===== config.mk =====
export PLATFORM = sky130hd
export DESIGN_NAME = array_linked_list_manager
export DESIGN_NICKNAME = d
export VERILOG_FILES = /design/src/hdl/allm_pkg.sv /design/src/hdl/array_linked_list_manager.sv
export SDC_FILE = /design/constraint.sdc
export NUM_CORES = 1
export LEC_CHECK = 0
export BUFFER_PORTS_ARGS = -buffer_cell sky130_fd_sc_hd__buf_4
export CAP_MARGIN = 30
export CORE_ASPECT_RATIO = 0.7
export CORE_MARGIN = 2
export CORE_UTILIZATION = 60
export DETAILED_ROUTE_END_ITERATION = 8
export PLACE_DENSITY = 0.75
export SLEW_MARGIN = 20
export SYNTH_ARGS = -nofsm -noshare
export SYNTH_HDL_FRONTEND = slang
export SYNTH_SLANG_ARGS = --single-unit

===== constraint.sdc =====
create_clock -name clk -period 4.79 [get_ports clk]
set_input_delay 0.479 -clock clk [delete_from_list [all_inputs] [get_ports clk]]
set_output_delay 0.479 -clock clk [all_outputs]
set_load 0.03 [all_outputs]

===== src/hdl/allm_pkg.sv =====
`timescale 1ns / 1ps
// allm_pkg: shared types and codes for the array linked list manager
// request and response word structs, command and status codes, default slot count
// no dependencies
package allm_pkg;

    localparam int SLOT_COUNT_DEF = 16;

    // command codes
    localparam logic [1:0] CMD_INSERT = 2'd0;
    localparam logic [1:0] CMD_DELETE = 2'd1;
    localparam logic [1:0] CMD_SEARCH = 2'd2;

    // status codes
    localparam logic [1:0] ST_OK      = 2'd0;
    localparam logic [1:0] ST_FULL    = 2'd1;
    localparam logic [1:0] ST_MISSING = 2'd2;

    typedef struct packed {
        logic [1:0]         cmd;
        logic signed [31:0] item_value;
    } allm_req_t;

    typedef struct packed {
        logic [1:0] status;
        logic [3:0] slot_index;
        logic [4:0] list_length;
    } allm_rsp_t;

endpackage


===== src/hdl/array_linked_list_manager.sv =====
`timescale 1ns / 1ps
// array_linked_list_manager: singly linked list in a slot array with a free chain
// uses allm_pkg for the request/response words and codes
// value and link memories live inside this module
//
// One request word (insert at tail, delete first match, search) gives one
// response word with status, slot and list length. The block takes one request
// at a time: req_ready is high only between requests. A request walks the list
// one node per cycle, reading the value and link memories at the node and
// steering the next read address straight from the link read data. A walk
// visits at most SLOT_COUNT nodes. An insert on an empty list skips the walk,
// and a full list, or a delete or search on an empty list, is answered
// without a walk. The response sits in an output register, so the next
// request may be taken while it waits. No clearing pass after reset: slots
// at or above an allocation mark read their link as the next slot, which
// rebuilds the initial free chain on the fly.
module array_linked_list_manager #(
    parameter int SLOT_COUNT = allm_pkg::SLOT_COUNT_DEF
) (
    input  logic                clk,
    input  logic                rst_n,
    input  logic                req_valid,
    output logic                req_ready,
    input  allm_pkg::allm_req_t req,
    output logic                rsp_valid,
    input  logic                rsp_ready,
    output allm_pkg::allm_rsp_t rsp
);
    import allm_pkg::*;

    localparam int IW = $clog2(SLOT_COUNT);       // slot address width
    localparam int LW = $clog2(SLOT_COUNT + 1);   // link width, holds null
    localparam logic [LW-1:0] NIL = LW'(SLOT_COUNT);
    localparam logic [IW-1:0] LAST_STEP = IW'(SLOT_COUNT - 1);

    typedef enum logic [5:0] {
        S_IDLE  = 6'b000001,
        S_FREE  = 6'b000010,
        S_WALK  = 6'b000100,
        S_WRITE = 6'b001000,
        S_LINK  = 6'b010000,
        S_DONE  = 6'b100000
    } state_t;

    typedef enum logic [1:0] {
        OP_INSERT = 2'd0,
        OP_DELETE = 2'd1,
        OP_SEARCH = 2'd2
    } op_t;

    // memories
    logic signed [31:0] value_mem [SLOT_COUNT];
    logic [LW-1:0]      link_mem  [SLOT_COUNT];
    logic signed [31:0] value_q;
    logic [LW-1:0]      link_q;

    // control state
    state_t        state_reg, state_next;
    logic [LW-1:0] list_head_reg, list_head_next;
    logic [LW-1:0] free_head_reg, free_head_next;
    logic [LW-1:0] count_reg, count_next;
    logic [LW-1:0] mark_reg, mark_next;      // slots at or above never allocated
    logic          rsp_valid_reg, rsp_valid_next;

    // per-request working registers
    op_t                op_reg, op_next;
    logic signed [31:0] item_reg, item_next;
    logic [IW-1:0]      cur_reg, cur_next;
    logic [LW-1:0]      prev_reg, prev_next;
    logic [IW-1:0]      cnt_reg, cnt_next;
    logic [IW-1:0]      hit_reg, hit_next;
    logic [LW-1:0]      fix_addr_reg, fix_addr_next;  // link to patch, null means head
    logic [LW-1:0]      fix_data_reg, fix_data_next;
    logic [LW-1:0]      free_nxt_reg, free_nxt_next;
    logic [1:0]         res_status_reg, res_status_next;
    logic [IW-1:0]      res_slot_reg, res_slot_next;
    allm_rsp_t          rsp_reg, rsp_next;

    // memory port controls
    logic [IW-1:0]      rd_addr;
    logic               val_we;
    logic               lnk_we;
    logic [IW-1:0]      lnk_waddr;
    logic [LW-1:0]      lnk_wdata;

    logic               free_fresh;
    logic [LW-1:0]      free_link;
    logic               nxt_null;
    logic               walk_end;
    logic               val_match;

    assign req_ready = (state_reg == S_IDLE);
    assign rsp_valid = rsp_valid_reg;
    assign rsp       = rsp_reg;

    // link of the free head: untouched slots still chain to the next slot
    assign free_fresh = (free_head_reg >= mark_reg);
    assign free_link  = free_fresh ? (free_head_reg + LW'(1)) : link_q;

    assign nxt_null  = !(link_q < NIL);
    assign walk_end  = nxt_null || (cnt_reg == LAST_STEP);
    assign val_match = (value_q == item_reg);

    always_comb
    begin
        state_next      = state_reg;
        list_head_next  = list_head_reg;
        free_head_next  = free_head_reg;
        count_next      = count_reg;
        mark_next       = mark_reg;
        rsp_valid_next  = rsp_valid_reg;
        op_next         = op_reg;
        item_next       = item_reg;
        cur_next        = cur_reg;
        prev_next       = prev_reg;
        cnt_next        = cnt_reg;
        hit_next        = hit_reg;
        fix_addr_next   = fix_addr_reg;
        fix_data_next   = fix_data_reg;
        free_nxt_next   = free_nxt_reg;
        res_status_next = res_status_reg;
        res_slot_next   = res_slot_reg;
        rsp_next        = rsp_reg;
        rd_addr         = list_head_reg[IW-1:0];
        val_we          = 1'b0;
        lnk_we          = 1'b0;
        lnk_waddr       = fix_addr_reg[IW-1:0];
        lnk_wdata       = fix_data_reg;

        // response word leaves
        if (rsp_valid_reg && rsp_ready)
        begin
            rsp_valid_next = 1'b0;
        end

        unique case (state_reg)
            S_IDLE:
            begin
                if (req.cmd == CMD_INSERT)
                begin
                    rd_addr = free_head_reg[IW-1:0];
                end
                if (req_valid)
                begin
                    item_next       = req.item_value;
                    prev_next       = NIL;
                    cnt_next        = '0;
                    cur_next        = list_head_reg[IW-1:0];
                    res_status_next = ST_OK;
                    res_slot_next   = '0;
                    if (req.cmd == CMD_INSERT)
                    begin
                        op_next = OP_INSERT;
                        if (!(free_head_reg < NIL))
                        begin
                            res_status_next = ST_FULL;
                            state_next      = S_DONE;
                        end
                        else
                        begin
                            state_next = S_FREE;
                        end
                    end
                    else
                    begin
                        op_next = (req.cmd == CMD_DELETE) ? OP_DELETE : OP_SEARCH;
                        if (!(list_head_reg < NIL))
                        begin
                            res_status_next = ST_MISSING;
                            state_next      = S_DONE;
                        end
                        else
                        begin
                            state_next = S_WALK;
                        end
                    end
                end
            end

            S_FREE:
            begin
                // link of the slot about to be taken; walk unless the list is empty
                free_nxt_next = free_link;
                fix_data_next = free_head_reg;
                if (!(list_head_reg < NIL))
                begin
                    fix_addr_next = NIL;
                    state_next    = S_WRITE;
                end
                else
                begin
                    state_next = S_WALK;
                end
            end

            S_WALK:
            begin
                // read data belongs to cur; next address comes from its link
                rd_addr  = link_q[IW-1:0];
                cur_next = link_q[IW-1:0];
                prev_next = LW'(cur_reg);
                cnt_next = cnt_reg + IW'(1);
                if (op_reg != OP_INSERT && val_match)
                begin
                    hit_next      = cur_reg;
                    res_slot_next = cur_reg;
                    if (op_reg == OP_DELETE)
                    begin
                        fix_addr_next = prev_reg;
                        fix_data_next = link_q;
                        state_next    = S_WRITE;
                    end
                    else
                    begin
                        state_next = S_DONE;
                    end
                end
                else if (walk_end)
                begin
                    if (op_reg == OP_INSERT)
                    begin
                        fix_addr_next = LW'(cur_reg);
                        state_next    = S_WRITE;
                    end
                    else
                    begin
                        res_status_next = ST_MISSING;
                        state_next      = S_DONE;
                    end
                end
            end

            S_WRITE:
            begin
                lnk_we = 1'b1;
                if (op_reg == OP_INSERT)
                begin
                    // new tail node: value, null link, pop free chain
                    val_we         = 1'b1;
                    lnk_waddr      = free_head_reg[IW-1:0];
                    lnk_wdata      = NIL;
                    free_head_next = free_nxt_reg;
                    count_next     = count_reg + LW'(1);
                    res_slot_next  = free_head_reg[IW-1:0];
                    if (free_head_reg == mark_reg)
                    begin
                        mark_next = mark_reg + LW'(1);
                    end
                end
                else
                begin
                    // unlinked node goes on the free chain head
                    lnk_waddr      = hit_reg;
                    lnk_wdata      = free_head_reg;
                    free_head_next = LW'(hit_reg);
                    if (count_reg != '0)
                    begin
                        count_next = count_reg - LW'(1);
                    end
                end
                if (!(fix_addr_reg < NIL))
                begin
                    list_head_next = fix_data_reg;
                    state_next     = S_DONE;
                end
                else
                begin
                    state_next = S_LINK;
                end
            end

            S_LINK:
            begin
                lnk_we     = 1'b1;
                state_next = S_DONE;
            end

            S_DONE:
            begin
                if (!rsp_valid_reg || rsp_ready)
                begin
                    rsp_next.status      = res_status_reg;
                    rsp_next.slot_index  = 4'(res_slot_reg);
                    rsp_next.list_length = 5'(count_reg);
                    rsp_valid_next       = 1'b1;
                    state_next           = S_IDLE;
                end
            end

            default:
            begin
                state_next = S_IDLE;
            end
        endcase
    end

    always_ff @(posedge clk or negedge rst_n)
    begin
        if (!rst_n)
        begin
            state_reg     <= S_IDLE;
            list_head_reg <= NIL;
            free_head_reg <= '0;
            count_reg     <= '0;
            mark_reg      <= '0;
            rsp_valid_reg <= 1'b0;
        end
        else
        begin
            state_reg     <= state_next;
            list_head_reg <= list_head_next;
            free_head_reg <= free_head_next;
            count_reg     <= count_next;
            mark_reg      <= mark_next;
            rsp_valid_reg <= rsp_valid_next;
        end
    end

    always_ff @(posedge clk)
    begin
        op_reg         <= op_next;
        item_reg       <= item_next;
        cur_reg        <= cur_next;
        prev_reg       <= prev_next;
        cnt_reg        <= cnt_next;
        hit_reg        <= hit_next;
        fix_addr_reg   <= fix_addr_next;
        fix_data_reg   <= fix_data_next;
        free_nxt_reg   <= free_nxt_next;
        res_status_reg <= res_status_next;
        res_slot_reg   <= res_slot_next;
        rsp_reg        <= rsp_next;
    end

    // value and link memories, registered read
    always_ff @(posedge clk)
    begin
        if (val_we)
        begin
            value_mem[free_head_reg[IW-1:0]] <= item_reg;
        end
        if (lnk_we)
        begin
            link_mem[lnk_waddr] <= lnk_wdata;
        end
        value_q <= value_mem[rd_addr];
        link_q  <= link_mem[rd_addr];
    end

`ifndef SYNTHESIS
    // an empty free chain means the list holds every slot
    a_free_empty_full: assert property (@(posedge clk) disable iff (!rst_n)
        (free_head_reg == NIL) |-> (count_reg == NIL))
        else $error("free chain empty while list not full");

    a_list_empty_zero: assert property (@(posedge clk) disable iff (!rst_n)
        (list_head_reg == NIL) |-> (count_reg == '0))
        else $error("list head null with nonzero length");

    a_count_bound: assert property (@(posedge clk) disable iff (!rst_n)
        (count_reg <= NIL) && (mark_reg <= NIL))
        else $error("length or allocation mark beyond slot count");

    a_rsp_from_done: assert property (@(posedge clk) disable iff (!rst_n)
        $rose(rsp_valid_reg) |-> $past(state_reg == S_DONE))
        else $error("response raised outside the done step");
`endif

endmodule

==> summary.txt <==
Final layout
  – Fraction of final layout cells with drive strength greater than 1: a little over a tenth
  – Area growth, synth to finish: 12.59%
  – Net count reported at finish: 2283
  – Diodes inserted: 0
  – Flip-flop count of the largest register, all copies and words added: 512
  – Total area of sequential cells: 21690 µm²
  – Final cell area excluding filler cells: ~33000 µm²
  – Area of combinational cells with multiple inputs: 6810 µm²
  – Count of fill cells added during filler insertion: 3139

STA
  – Final setup violation count: 0
  – Hold WS: 0.05278 ns
  – Number of max-slew violations in the final report: 0
  – Maximum frequency from static timing analysis: roughly 0.27 GHz
  – Worst setup skew after layout: 0.02335 ns
  – Crit share post-route: 78.12%
  – Worst-Margin Slew: 0.9394 ns
  – Setup repair after global routing missed its margin: false
  – Count of endpoints failing hold in the final timing report: 0
  – Total negative setup slack: 0 ns
  – Min Tclk post-route: 3.742 ns
  – Max-slew headroom: roughly 37%

Drt
  – Met2 wirelength from detailed routing: 31.04 mm
  – Routed via count: approximately 18000
  – Top layer in use: met4
  – Final routed DRC violation total: 0
  – First-pass detailed-route iteration total: 5
  – DR WL met3: 7.511 mm
  – Number of violations reported at the end of detailed-routing iteration 0: between 2000 and 3000
  – Wire length reported by the detailed router: between 60 and 70 mm
  – Routed metal-1 wire length: 28.94 mm
  – Number of antenna-violating nets in the routed design: 0
  – Drt via density: 6.278
  – Average wire length per cell after detail routing: 23.82 µm

Power
  – Internal power summed over all cells: about 12 mW
  – P per Cell Area: 543.8 nW/µm²
  – Worst VDD drop: 0.4131 mV
  – Net switching fraction of the power: 31.13%
  – Static power due to leakage: 11.39 nW
  – Net switching power: 5.512 mW
  – Logic gate share of total power: 22.6%
  – Power share of the sequential group: between 40% and 50%
  – Power share of the clock group: between 30% and 40%

Outcome
  – Run status: complete, no violations

Min path
  – Hold path cells: 1
  – Origin of the worst min-delay path: req[17]
  – Endpoint of the worst hold path: item_reg[17]
  – Hold/Removal Path Class: in2reg

Placed design
  – Gp weighted congestion: 0.8827
  – Placed cell areas: 30290 µm²
  – Placed wire-length estimate: 37.72 mm
  – Port bufs: 50

Synth
  – Share of the yosys chip area belonging to registers: around 75%
  – Synthesized flop and latch total: 739
  – Number of enable-type register cells in the synthesized netlist: around 680
  – Ranking of synthesized cells by area: sky130_fd_sc_hd__edfxtp_1 (70%), sky130_fd_sc_hd__nand2_1 (8.1%), sky130_fd_sc_hd__nand3_1 (3.4%)
  – Syn. warnings: 0
  – Number of library cell types mapped by synthesis: 56
  – Synthesized area divided by synthesized cell count: 13.26 µm²
  – Synthesized netlist net count: roughly 2200
  – Cell type with the largest total area after synthesis: sky130_fd_sc_hd__edfxtp_1
  – Async set or reset register ratio after synthesis: 3.654%
  – Most frequent cell after synthesis: sky130_fd_sc_hd__edfxtp_1
  – Most instantiated flip-flop cell in the synthesis netlist: sky130_fd_sc_hd__edfxtp_1
  – Top cell type's share of synthesized area: a little over two thirds
  – Post-synthesis cell count: 2181
  – Netlist area before placement: 28920 µm²
  – Cell types with the highest counts after synthesis: sky130_fd_sc_hd__edfxtp_1 (675), sky130_fd_sc_hd__nand2_1 (623), sky130_fd_sc_hd__nand3_1 (195), sky130_fd_sc_hd__a21oi_1 (131), sky130_fd_sc_hd__a32oi_1 (74)

CTS
  – Clock tree root driver cell: sky130_fd_sc_hd__clkbuf_16
  – Worst-skew pair later-pin latency: 0.61 ns
  – Reg clk slew, reported paths: 0.06 ns
  – Clock buffer count from CTS: 68
  – Clock tree sinks: around 740
  – Maximum count of clock buffers along a single path: 3
  – TritonCTS clock tree: done
  – Number of resized instances in the post-cts repair step: 0
  – H-Tree Depth: 3

Die
  – Placement row count: between 60 and 70
  – Boundary Pins: 51
  – Horizontal die dimension: 266.4 µm
  – Die height: 187.7 µm
  – Die outline area: 49990 µm²
  – Starting Density: 60.62%
  – Core footprint: 47700 µm²

Global routing
  – Maximum number of pins on one net before global-route repair: 110
  – Total overflow reported by the global router: 0
  – Number of antenna violations at the first check in global routing: 1
  – Number of global-route vias before repair: around 17000
  – Overall Global Routing Usage: 27.95%
  – First-pass GRT wire length: 104.3 mm

Worst setup path
  – Type of element launching the critical path: flip-flop
  – Worst setup EP type: flip-flop
  – FF-to-FF End: value_q[26]
  – Start of the worst register-to-register path: state_reg[0]
  – Maximum fanout encountered on the critical timing path: 37
  – CP arrival: 4.22 ns
  – Type of the setup path with the least slack: reg2reg
  – Required time of the worst setup path: 5.27 ns
  – Reg-to-reg setup timing slack: 1.05 ns
  – Path depth of the worst reg2reg path: 8

Job
  – Max-capacitance violation count: 0
-- kinds of logic after synthesis --
logic type                 count (synthesis)  synth area share [%]
and+or+nand+nor                          942                 13.71
buffers and inverters                    139                 2.034
DFF                                      739                 75.00
muxes                                     10                0.3721
adders and majority gates                 15                0.6750
xor gates and xnor gates                  47                 1.424
AOI/OAI and AO/OA                        289                 6.780
-- repair_timing --
action | 4_1_cts | 5_1_grt
endpoints found under the hold margin | 25 | 0
hold buffers | 1 | 0
setup buffers | 0 | 0
-- layer usage --
metal  vias up  global-route usage, %
li1       8104                      -
met4         0                  8.859
met1      8924                  42.59
met5         -                      0
met3       135                  6.080
met2      1069                  40.64
-- per-stage QoR --
stage | setup WS [ns] | power, mW | instances | util (%)
CTS | 1.102 | 17.68 | 2904 | 68.26
global placement | 1.261 | 12.07 | 2777 | 63.44
detailed placement | 1.152 | 12.23 | 2780 | 63.51
finish | 1.048 | 17.70 | 2904 | 68.26
floorplan | 0.3998 | 10.85 | 2181 | -
global route | 0.8876 | 18.38 | 2904 | 68.26
-- worst max-delay path by stage --
stage,from,to,slack (ns),cells past startpoint
6_report,state_reg[0],value_q[26],1.05,8
5_1_grt,state_reg[1],value_q[26],0.89,10
4_1_cts,state_reg[0],value_q[26],1.10,8
3_5_place_dp,state_reg[0],value_q[26],1.15,8
3_3_place_gp,item_reg[20],fix_addr_reg[1],1.26,7
2_1_floorplan,state_reg[1],value_mem[2][0],0.40,7
-- power by group through the flow --
stage,logic [mW],registers (mW),clock network [mW]
finish,4.00,8.20,5.50
global route,4.34,8.26,5.78
CTS,3.94,8.19,5.55
detailed placement,3.91,8.32,0
global placement,3.78,8.29,0
floorplan,2.75,8.10,0
-- worst max-delay path, stage by stage (launching register included) --
cell,delay (ns)
sky130_fd_sc_hd__dfstp_2,0.58
sky130_fd_sc_hd__or4b_1,0.60
sky130_fd_sc_hd__nor4_4,0.49
sky130_fd_sc_hd__nor2_1,0.21
sky130_fd_sc_hd__a21oi_1,0.55
sky130_fd_sc_hd__and2_2,0.23
sky130_fd_sc_hd__buf_4,0.56
sky130_fd_sc_hd__nand3_1,0.22
sky130_fd_sc_hd__o311ai_1,0.15
-- cell usage in the layout (no fill, tap or decap), types with 10 or more instances in the layout --
cell                        netlist  layout
sky130_fd_sc_hd__a21oi_1        131     130
sky130_fd_sc_hd__a32oi_1         74      74
sky130_fd_sc_hd__and2_1          13      12
sky130_fd_sc_hd__buf_12           0      14
sky130_fd_sc_hd__buf_4            2      90
sky130_fd_sc_hd__clkbuf_1        70      14
sky130_fd_sc_hd__clkbuf_16        0      73
sky130_fd_sc_hd__clkinv_1         1      10
sky130_fd_sc_hd__clkinv_2         0      11
sky130_fd_sc_hd__dfrtp_1         25      25
sky130_fd_sc_hd__dfxtp_1         37      37
sky130_fd_sc_hd__edfxtp_1       675     675
sky130_fd_sc_hd__ha_1            14      14
sky130_fd_sc_hd__inv_1           11      10
sky130_fd_sc_hd__nand2_1        623     622
sky130_fd_sc_hd__nand3_1        195     195
sky130_fd_sc_hd__nand4_1         12      12
sky130_fd_sc_hd__nor2_1          54      40
sky130_fd_sc_hd__nor2_4           0      14
sky130_fd_sc_hd__nor3_1          18      14
sky130_fd_sc_hd__o21ai_0         14      14
sky130_fd_sc_hd__o311ai_1        38      37
sky130_fd_sc_hd__xnor2_1         41      41
-- layout make-up --
cell class,count,share of cell area [%]
Sequential cell,739,66.62
Multi-Input combinational cell,1303,20.92
Clock buffer,92,5.984
Timing Repair Buffer,106,3.013
Tap cell,621,2.387
Clock inverter,31,0.9454
Inverter,12,0.1383
Power figures use the tool's default switching activity.
